[src/design/bmwb_pkg.sv]
package bmwb_pkg;

  localparam int FRAC_BITS  = 16;
  localparam int PROD_SHIFT = 16;
  localparam int DATA_W     = 32;
  localparam int WALL_W     = 31;
  localparam int BOUNCE_W   = 17;
  localparam int STEP_W     = 16;
  localparam int CFG_IDX_W  = 3;
  localparam int OPA_W      = DATA_W + 1;
  localparam int OPB_W      = BOUNCE_W + 1;
  localparam int PROD_W     = OPA_W + OPB_W;
  localparam int SCALED_W   = PROD_W - PROD_SHIFT;
  localparam int SUM_W      = SCALED_W + 1;

  localparam longint ONE_L = 64'sd1 <<< FRAC_BITS;

  localparam logic signed [DATA_W-1:0] ACCEL_X_RST = '0;
  localparam logic signed [DATA_W-1:0] ACCEL_Y_RST = DATA_W'(-((981 * ONE_L + 50) / 100));
  localparam logic [WALL_W-1:0]        WALL_X_RST  = WALL_W'(5 * ONE_L);
  localparam logic [WALL_W-1:0]        WALL_Y_RST  = WALL_W'((15 * ONE_L) / 4);
  localparam logic [WALL_W-1:0]        HALF_RST    = WALL_W'(ONE_L / 4);
  localparam logic [BOUNCE_W-1:0]      BOUNCE_RST  = BOUNCE_W'(6554);
  localparam logic signed [DATA_W-1:0] VEL_X_RST   = DATA_W'(20 * ONE_L);

  localparam logic signed [SUM_W-1:0] SAT_MAX = SUM_W'(64'sd2147483647);
  localparam logic signed [SUM_W-1:0] SAT_MIN = SUM_W'(-64'sd2147483648);

  typedef enum logic [CFG_IDX_W-1:0] {
    REG_ACCEL_X     = 3'd0,
    REG_ACCEL_Y     = 3'd1,
    REG_WALL_X      = 3'd2,
    REG_WALL_Y      = 3'd3,
    REG_HALF_WIDTH  = 3'd4,
    REG_HALF_HEIGHT = 3'd5,
    REG_BOUNCE      = 3'd6
  } cfg_reg_t;

  typedef enum logic [3:0] {
    S_IDLE, S_MAX, S_MAY, S_MVX, S_MVY, S_APY,
    S_XH, S_XH_R, S_XL, S_XL_R, S_YH, S_YH_R, S_YL, S_YL_R, S_OUT
  } state_t;

  typedef enum logic [2:0] {
    MUL_NONE, MUL_AX, MUL_AY, MUL_VX, MUL_VY, MUL_NVX, MUL_NVY
  } mul_op_t;

  typedef enum logic [2:0] {
    ACC_NONE, ACC_VX, ACC_VY, ACC_PX, ACC_PY, ACC_RVX, ACC_RVY
  } acc_op_t;

  typedef enum logic [2:0] {
    CHK_NONE, CHK_XH, CHK_XL, CHK_YH, CHK_YL
  } chk_op_t;

  typedef struct packed {
    logic    load_dt;
    mul_op_t mul;
    acc_op_t acc;
    chk_op_t chk;
    logic    load_out;
  } dp_cmd_t;

  typedef struct packed {
    logic hit;
  } dp_status_t;

  function automatic logic signed [DATA_W-1:0] sat32(input logic signed [SUM_W-1:0] v);
    logic signed [DATA_W-1:0] r;
    if (v > SAT_MAX) begin
      r = SAT_MAX[DATA_W-1:0];
    end else if (v < SAT_MIN) begin
      r = SAT_MIN[DATA_W-1:0];
    end else begin
      r = v[DATA_W-1:0];
    end
    return r;
  endfunction

endpackage

[src/design/bmwb_ctrl.sv]
module bmwb_ctrl
  import bmwb_pkg::*;
(
  input  logic       clk,
  input  logic       rst_n,
  input  logic       in_valid,
  output logic       in_stall,
  output logic       out_valid,
  input  logic       out_stall,
  input  dp_status_t status,
  output dp_cmd_t    cmd
);

  state_t state_r, state_nxt;
  logic   out_valid_r, out_valid_nxt;

  always_ff @(posedge clk) begin
    if (!rst_n) begin
      state_r     <= S_IDLE;
      out_valid_r <= 1'b0;
    end else begin
      state_r     <= state_nxt;
      out_valid_r <= out_valid_nxt;
    end
  end

  always_comb begin
    state_nxt    = state_r;
    cmd.load_dt  = 1'b0;
    cmd.mul      = MUL_NONE;
    cmd.acc      = ACC_NONE;
    cmd.chk      = CHK_NONE;
    cmd.load_out = 1'b0;
    unique case (state_r)
      S_IDLE: begin
        if (in_valid) begin
          cmd.load_dt = 1'b1;
          state_nxt   = S_MAX;
        end
      end
      S_MAX: begin
        cmd.mul   = MUL_AX;
        state_nxt = S_MAY;
      end
      S_MAY: begin
        cmd.mul   = MUL_AY;
        cmd.acc   = ACC_VX;
        state_nxt = S_MVX;
      end
      S_MVX: begin
        cmd.mul   = MUL_VX;
        cmd.acc   = ACC_VY;
        state_nxt = S_MVY;
      end
      S_MVY: begin
        cmd.mul   = MUL_VY;
        cmd.acc   = ACC_PX;
        state_nxt = S_APY;
      end
      S_APY: begin
        cmd.acc   = ACC_PY;
        state_nxt = S_XH;
      end
      S_XH: begin
        cmd.chk   = CHK_XH;
        cmd.mul   = MUL_NVX;
        state_nxt = status.hit ? S_XH_R : S_XL;
      end
      S_XH_R: begin
        cmd.acc   = ACC_RVX;
        state_nxt = S_XL;
      end
      S_XL: begin
        cmd.chk   = CHK_XL;
        cmd.mul   = MUL_NVX;
        state_nxt = status.hit ? S_XL_R : S_YH;
      end
      S_XL_R: begin
        cmd.acc   = ACC_RVX;
        state_nxt = S_YH;
      end
      S_YH: begin
        cmd.chk   = CHK_YH;
        cmd.mul   = MUL_NVY;
        state_nxt = status.hit ? S_YH_R : S_YL;
      end
      S_YH_R: begin
        cmd.acc   = ACC_RVY;
        state_nxt = S_YL;
      end
      S_YL: begin
        cmd.chk   = CHK_YL;
        cmd.mul   = MUL_NVY;
        state_nxt = status.hit ? S_YL_R : S_OUT;
      end
      S_YL_R: begin
        cmd.acc   = ACC_RVY;
        state_nxt = S_OUT;
      end
      S_OUT: begin
        if (!out_valid_r || !out_stall) begin
          cmd.load_out = 1'b1;
          state_nxt    = S_IDLE;
        end
      end
      default: state_nxt = S_IDLE;
    endcase
  end

  always_comb begin
    if (cmd.load_out) begin
      out_valid_nxt = 1'b1;
    end else if (!out_stall) begin
      out_valid_nxt = 1'b0;
    end else begin
      out_valid_nxt = out_valid_r;
    end
  end

  assign in_stall  = (state_r != S_IDLE);
  assign out_valid = out_valid_r;

endmodule

[src/design/bmwb_dp.sv]
module bmwb_dp
  import bmwb_pkg::*;
(
  input  logic                     clk,
  input  logic                     rst_n,
  input  logic                     cfg_we,
  input  logic [CFG_IDX_W-1:0]     cfg_index,
  input  logic [DATA_W-1:0]        cfg_data,
  input  logic [STEP_W-1:0]        in_step_time,
  input  dp_cmd_t                  cmd,
  output dp_status_t               status,
  output logic signed [DATA_W-1:0] out_pos_x_out,
  output logic signed [DATA_W-1:0] out_pos_y_out,
  output logic signed [DATA_W-1:0] out_vel_x_out,
  output logic signed [DATA_W-1:0] out_vel_y_out
);

  logic signed [DATA_W-1:0] accel_x_r, accel_y_r;
  logic [WALL_W-1:0]        wall_x_r, wall_y_r, half_w_r, half_h_r;
  logic [BOUNCE_W-1:0]      bounce_r;

  logic signed [DATA_W-1:0] pos_x_r, pos_y_r, vel_x_r, vel_y_r;
  logic signed [DATA_W-1:0] pos_x_nxt, pos_y_nxt, vel_x_nxt, vel_y_nxt;
  logic [STEP_W-1:0]        dt_r;
  logic signed [PROD_W-1:0] prod_r;

  logic signed [DATA_W-1:0] out_px_r, out_py_r, out_vx_r, out_vy_r;

  logic signed [OPA_W-1:0]    mul_a;
  logic signed [OPB_W-1:0]    mul_b;
  logic signed [PROD_W-1:0]   prod_nxt;
  logic signed [SCALED_W-1:0] scaled;
  logic signed [SUM_W-1:0]    acc_base;
  logic signed [DATA_W-1:0]   acc_sum, refl_val;

  logic signed [DATA_W-1:0] chk_p;
  logic [WALL_W-1:0]        chk_wall, chk_half;
  logic signed [OPA_W-1:0]  chk_p_ext, lim_hi, lim_lo, lim_sel;
  logic                     chk_hit;

  always_ff @(posedge clk) begin
    if (!rst_n) begin
      accel_x_r <= ACCEL_X_RST;
      accel_y_r <= ACCEL_Y_RST;
      wall_x_r  <= WALL_X_RST;
      wall_y_r  <= WALL_Y_RST;
      half_w_r  <= HALF_RST;
      half_h_r  <= HALF_RST;
      bounce_r  <= BOUNCE_RST;
    end else if (cfg_we) begin
      unique case (cfg_index)
        REG_ACCEL_X:     accel_x_r <= cfg_data;
        REG_ACCEL_Y:     accel_y_r <= cfg_data;
        REG_WALL_X:      wall_x_r  <= cfg_data[WALL_W-1:0];
        REG_WALL_Y:      wall_y_r  <= cfg_data[WALL_W-1:0];
        REG_HALF_WIDTH:  half_w_r  <= cfg_data[WALL_W-1:0];
        REG_HALF_HEIGHT: half_h_r  <= cfg_data[WALL_W-1:0];
        REG_BOUNCE:      bounce_r  <= cfg_data[BOUNCE_W-1:0];
        default: ;
      endcase
    end
  end

  always_comb begin
    case (cmd.mul)
      MUL_AX:  mul_a = OPA_W'(accel_x_r);
      MUL_AY:  mul_a = OPA_W'(accel_y_r);
      MUL_VX:  mul_a = OPA_W'(vel_x_r);
      MUL_VY:  mul_a = OPA_W'(vel_y_r);
      MUL_NVX: mul_a = -OPA_W'(vel_x_r);
      MUL_NVY: mul_a = -OPA_W'(vel_y_r);
      default: mul_a = '0;
    endcase
    case (cmd.mul)
      MUL_NVX, MUL_NVY: mul_b = $signed({1'b0, bounce_r});
      default:          mul_b = $signed({{(OPB_W-STEP_W){1'b0}}, dt_r});
    endcase
    prod_nxt = mul_a * mul_b;
  end

  always_ff @(posedge clk) begin
    if (cmd.load_dt) begin
      dt_r <= in_step_time;
    end
    if (cmd.mul != MUL_NONE) begin
      prod_r <= prod_nxt;
    end
  end

  assign scaled = prod_r[PROD_W-1:PROD_SHIFT];

  always_comb begin
    case (cmd.acc)
      ACC_VX:  acc_base = SUM_W'(vel_x_r);
      ACC_VY:  acc_base = SUM_W'(vel_y_r);
      ACC_PX:  acc_base = SUM_W'(pos_x_r);
      ACC_PY:  acc_base = SUM_W'(pos_y_r);
      default: acc_base = '0;
    endcase
    acc_sum  = sat32(acc_base + SUM_W'(scaled));
    refl_val = sat32(SUM_W'(scaled));
  end

  always_comb begin
    case (cmd.chk)
      CHK_XH, CHK_XL: begin
        chk_p    = pos_x_r;
        chk_wall = wall_x_r;
        chk_half = half_w_r;
      end
      default: begin
        chk_p    = pos_y_r;
        chk_wall = wall_y_r;
        chk_half = half_h_r;
      end
    endcase
    chk_p_ext = OPA_W'(chk_p);
    lim_hi    = $signed({2'b00, chk_wall}) - $signed({2'b00, chk_half});
    lim_lo    = -lim_hi;
    case (cmd.chk)
      CHK_XH, CHK_YH: begin
        chk_hit = (chk_p_ext >= lim_hi);
        lim_sel = lim_hi;
      end
      CHK_XL, CHK_YL: begin
        chk_hit = (chk_p_ext <= lim_lo);
        lim_sel = lim_lo;
      end
      default: begin
        chk_hit = 1'b0;
        lim_sel = lim_hi;
      end
    endcase
  end

  assign status.hit = chk_hit;

  always_comb begin
    pos_x_nxt = pos_x_r;
    pos_y_nxt = pos_y_r;
    vel_x_nxt = vel_x_r;
    vel_y_nxt = vel_y_r;
    case (cmd.acc)
      ACC_VX:  vel_x_nxt = acc_sum;
      ACC_VY:  vel_y_nxt = acc_sum;
      ACC_PX:  pos_x_nxt = acc_sum;
      ACC_PY:  pos_y_nxt = acc_sum;
      ACC_RVX: vel_x_nxt = refl_val;
      ACC_RVY: vel_y_nxt = refl_val;
      default: ;
    endcase
    if (chk_hit) begin
      case (cmd.chk)
        CHK_XH, CHK_XL: pos_x_nxt = lim_sel[DATA_W-1:0];
        CHK_YH, CHK_YL: pos_y_nxt = lim_sel[DATA_W-1:0];
        default: ;
      endcase
    end
  end

  always_ff @(posedge clk) begin
    if (!rst_n) begin
      pos_x_r <= '0;
      pos_y_r <= '0;
      vel_x_r <= VEL_X_RST;
      vel_y_r <= '0;
    end else begin
      pos_x_r <= pos_x_nxt;
      pos_y_r <= pos_y_nxt;
      vel_x_r <= vel_x_nxt;
      vel_y_r <= vel_y_nxt;
    end
  end

  always_ff @(posedge clk) begin
    if (cmd.load_out) begin
      out_px_r <= pos_x_r;
      out_py_r <= pos_y_r;
      out_vx_r <= vel_x_r;
      out_vy_r <= vel_y_r;
    end
  end

  assign out_pos_x_out = out_px_r;
  assign out_pos_y_out = out_py_r;
  assign out_vel_x_out = out_vx_r;
  assign out_vel_y_out = out_vy_r;

endmodule

[src/design/box_motion_wall_bounce_top.sv]
// Channel  Handshake               Payload
// in       in_valid / in_stall     in_step_time
// out      out_valid / out_stall   out_pos_x_out, out_pos_y_out, out_vel_x_out, out_vel_y_out
// cfg      cfg_valid / cfg_ready   cfg_index, cfg_data
//
// An accepted item runs through five integration steps sharing one
// 33x18 multiplier, four wall checks that each add a restitution write-back state
// when they fire, and an output load; no new item is accepted until that load is done.
// Reset is synchronous, active low; registers and motion state load their defaults.
// A finished result waits in the output register; the next item is accepted
// meanwhile and holds in its last step until that register frees. cfg_ready is always high.
module box_motion_wall_bounce_top
  import bmwb_pkg::*;
(
  input  logic                     clk,
  input  logic                     rst_n,
  input  logic                     in_valid,
  output logic                     in_stall,
  input  logic [STEP_W-1:0]        in_step_time,
  output logic                     out_valid,
  input  logic                     out_stall,
  output logic signed [DATA_W-1:0] out_pos_x_out,
  output logic signed [DATA_W-1:0] out_pos_y_out,
  output logic signed [DATA_W-1:0] out_vel_x_out,
  output logic signed [DATA_W-1:0] out_vel_y_out,
  input  logic                     cfg_valid,
  output logic                     cfg_ready,
  input  logic [CFG_IDX_W-1:0]     cfg_index,
  input  logic [DATA_W-1:0]        cfg_data
);

  dp_cmd_t    cmd;
  dp_status_t status;

  assign cfg_ready = 1'b1;

  bmwb_ctrl u_ctrl (
    .clk       (clk),
    .rst_n     (rst_n),
    .in_valid  (in_valid),
    .in_stall  (in_stall),
    .out_valid (out_valid),
    .out_stall (out_stall),
    .status    (status),
    .cmd       (cmd)
  );

  bmwb_dp u_dp (
    .clk           (clk),
    .rst_n         (rst_n),
    .cfg_we        (cfg_valid & cfg_ready),
    .cfg_index     (cfg_index),
    .cfg_data      (cfg_data),
    .in_step_time  (in_step_time),
    .cmd           (cmd),
    .status        (status),
    .out_pos_x_out (out_pos_x_out),
    .out_pos_y_out (out_pos_y_out),
    .out_vel_x_out (out_vel_x_out),
    .out_vel_y_out (out_vel_y_out)
  );

endmodule
[config.mk]
export PLATFORM = sky130hd
export DESIGN_NAME = box_motion_wall_bounce_top
export DESIGN_NICKNAME = d
export VERILOG_FILES = /design/src/design/bmwb_pkg.sv /design/src/design/bmwb_ctrl.sv /design/src/design/bmwb_dp.sv /design/src/design/box_motion_wall_bounce_top.sv
export SDC_FILE = /design/constraint.sdc
export NUM_CORES = 2
export LEC_CHECK = 0
export ABC_AREA = 1
export BUFFER_PORTS_ARGS = -buffer_cell sky130_fd_sc_hd__buf_4
export CAP_MARGIN = 10
export CORE_MARGIN = 2
export CORE_UTILIZATION = 35
export CTS_BUF_LIST = sky130_fd_sc_hd__clkbuf_8 sky130_fd_sc_hd__clkbuf_16
export CTS_CLUSTER_SIZE = 30
export DETAILED_ROUTE_END_ITERATION = 7
export PLACE_DENSITY_LB_ADDON = 0.08
export SKIP_LAST_GASP = 1
export SYNTH_ARGS = -nofsm -noshare
export SYNTH_HDL_FRONTEND = slang
export SYNTH_SLANG_ARGS = --single-unit
[constraint.sdc]
create_clock -name clk -period 10.1 [get_ports clk]
set_clock_uncertainty 0.1 [all_clocks]
set_input_delay 1.01 -clock clk [delete_from_list [all_inputs] [get_ports clk]]
set_output_delay 1.01 -clock clk [all_outputs]
set_load 0.02 [all_outputs]
==> summary.md <==
| Metric | Value |
|---|---|
| Postcts setup bufs | `0` |
| RSZ-0062 raised after global routing | `no` |
| Clock slew seen by the registers of the worst setup and hold paths | `0.07 ns` |
| CP required | `10.39 ns` |
| Run status | `finished with violations` |
| Row cnt | `139` |
| Via density per instance | `5.13` |
| # resized after CTS | `0` |
| Max_slew headroom | `0.181` |
| Synth Cell Area | `50700 um2` |
| Post-route ant nets | `0` |
| Area delta synth->final | `10.9%` |
| DR WL/cell | `22.9 um` |
| CTS Buf Count | `57` |
| Top cell type's share of synthesized area | `0.212` |
| Largest net degree at the start of global routing | `140` |
| Via Count | `45.3k` |
| Worst-Margin Slew | `1.22 ns` |
| Failing checks | `DRC` |
| Setup Crit Path Kind | `reg -> reg` |
| Synth Flop Type | `dfxtp_1` |
| Synth top cells by count | `nand2_1, inv_1, nor2_1` |
| Drt drc | `22` |
| Global-route wire length before repair | `300000 um` |
| Place WS | `1.07 ns` |
| Hold path depth | `2` |
| Initial Utilization | `0.353` |
| Finish-stage setup viols | `0` |
| Tot GR Track Use | `0.273` |
| Die area | `148000 um2` |
| Number of global-route vias before repair | `45.1k` |
| Register area share after synthesis | `0.239` |
| Worst EP arrival | `9.32 ns` |
| Post-DP HPWL | `163000 um` |
| Worst hold path class | `reg -> reg` |
| Synthesis-stage register bit count | `517` |
| Post-synthesis average cell area | `7.45 um2` |
| Non-filler cells, final | `8828` |
| Yosys synthesis warning count | `0` |
| Max incr delay on CP | `0.75 ns` |
| Clock latency on the worst-skew pair | `0.66 ns` |
| Asr flop ratio synth | `0` |
| R2R Path End | `u_dp.prod_r[45]` |
| Die Wd | `385 um` |
| Hold Violations, Final | `0` |
| Slowest cell on the critical path | `a21oi_2` |
| Reg2reg setup slack | `1.08 ns` |
| DR pass1 iterations | `8` |
| Core area | `144000 um2` |
| Synth Instances | `6804` |
| CTS Sinks | `517` |
| Area leader, netlist | `fa_1` |
| Post-Syn Nets | `7646` |
| IO Count | `187` |
| Reg2Reg Depth | `30` |
| Worst Setup Slack, final | `1.08 ns` |
| Crit path time final | `9.02 ns` |
| Synth area leaders | `fa_1, dfxtp_1, nand2_1` |
| Max Freq | `0.111 GHz` |
| Max Slew Vio Count | `0` |
| Layout cell share with drive strength beyond 1 | `0.0851` |
| Critical Path Fanout Max | `19` |
| Die Ht | `385 um` |
| Initial antenna violation count | `5` |
| I/O Buffers | `185` |
| CTS root buf | `clkbuf_16` |
| Post-Place Cells | `8720` |
| Hold Buf Count CTS | `0` |
| Hold WS | `0.347 ns` |
| Number of flops mapped to enable cells by yosys | `179` |
| Max Cap Violations | `0` |
| CTS tree | `yes` |
| Final nets | `7718` |
| DRT iter0 DRCs | `3859` |
| Cell variety after synth | `68` |
| H-tree levels | `2` |
| Grt total ovfl | `0` |
| Worst hold start | `u_dp.wall_y_r[19]` |
| Critical Path Start Type | `flip-flop` |
| Gp weighted congestion | `0.962` |
| Hold Path End | `u_dp.wall_y_r[19]` |
| Most common cell in the netlist | `nand2_1` |
| Setup TNS | `0 ns` |
| Ant diodes | `0` |
| R2R Path Start | `u_ctrl.state_r[2]` |
| Crit. End Element | `flip-flop` |
| Clock Tree Buf Depth | `3` |
| WL final | `202000 um` |
| Fin crit share | `0.894` |
[critical path: cells and delay by family, from the launching register on]
family / cells / cell delay [ns]
buf+inv: 8 / 1.26
flops: 1 / 0.42
compound gates: 8 / 2.48
xor+xnor: 1 / 0.17
simple gates: 6 / 0.78
fa+ha+maj: 7 / 3.54
[cells in the final DEF (no fill, tap or decap), drive strengths merged, types with 9 or more instances in the layout]
cell type  synthesis  routed
clkbuf           148      63
dfxtp            338     338
mux2              16      16
o22ai             64      64
xor2              55      55
and2              11      11
a221oi            27      27
o21a               9       9
inv             1259    1271
nor2             689     689
ha               250     250
fa               536     536
mux2i             31      31
o21ai            378     378
a21oi            428     428
nor3              42      42
nand2           1748    1748
a221o             32      32
a31oi             24      24
nor4              13      13
nand4             68      68
nand3            231     231
buf              124     285
edfxtp           179     179
xnor2             33      33
o211ai            12      12
clkinv             6      24
[sequential cells by signal (all words and copies together), names as in the netlist, 32 cells and up]
name and cells:
u_dp.pos_x_r 32, u_dp.accel_y_r 32, u_dp.pos_y_r 32, u_dp.out_pos_x_out 32, u_dp.prod_r 35, u_dp.vel_x_r 32
u_dp.accel_x_r 32, u_dp.vel_y_r 32, u_dp.out_vel_y_out 32, u_dp.out_vel_x_out 32, u_dp.out_pos_y_out 32
[per-layer routing]
metal,global-route usage,wire [um]
met1,0.373,90800
met2,0.451,94300
met3,0.0229,9620
met4,0.0948,7700
met5,0,0
[through the flow]
stage	cell area [um2]	util
floorplan	50700	-
global route	56200	0.391
detailed placement	54200	0.377
CTS	56200	0.391
finish	56200	0.391
global placement	54200	0.377
[logic make-up after synthesis]
group / share of synthesized area
other: 0.0000740
xor gates and xnor gates: 0.0154
muxes: 0.00967
adders and majority gates: 0.273
AOI/OAI and AO/OA: 0.113
and+or+nand+nor: 0.231
DFF: 0.239
buffers and inverters: 0.118
[area by class of cell]
class	instances	area [um2]
inverter	1265	4750
sequential	517	12100
clock buffer	63	1520
clock inverter	45	508
fill	15300	87500
multi-input combinational	4750	32700
timing repair buffer	285	2220
tap	1903	2380
[worst max path at each step]
stage	end	startpoint	slack, ns	depth (start not counted)
after global placement	u_dp.prod_r[48]	u_ctrl.state_r[2]	1.09	28
after detailed placement	u_dp.prod_r[45]	u_ctrl.state_r[2]	1.07	30
after floorplan	u_dp.prod_r[50]	u_dp.vel_y_r[1]	2.68	32
after global routing	u_dp.prod_r[50]	u_ctrl.state_r[3]	0.51	26
after CTS	u_dp.prod_r[45]	u_ctrl.state_r[2]	1.11	30
final	u_dp.prod_r[45]	u_ctrl.state_r[2]	1.08	30
Power is left out: the tool's default activity adds up to more than one toggle a clock period on the data nets, which glitch-free logic cannot reach.
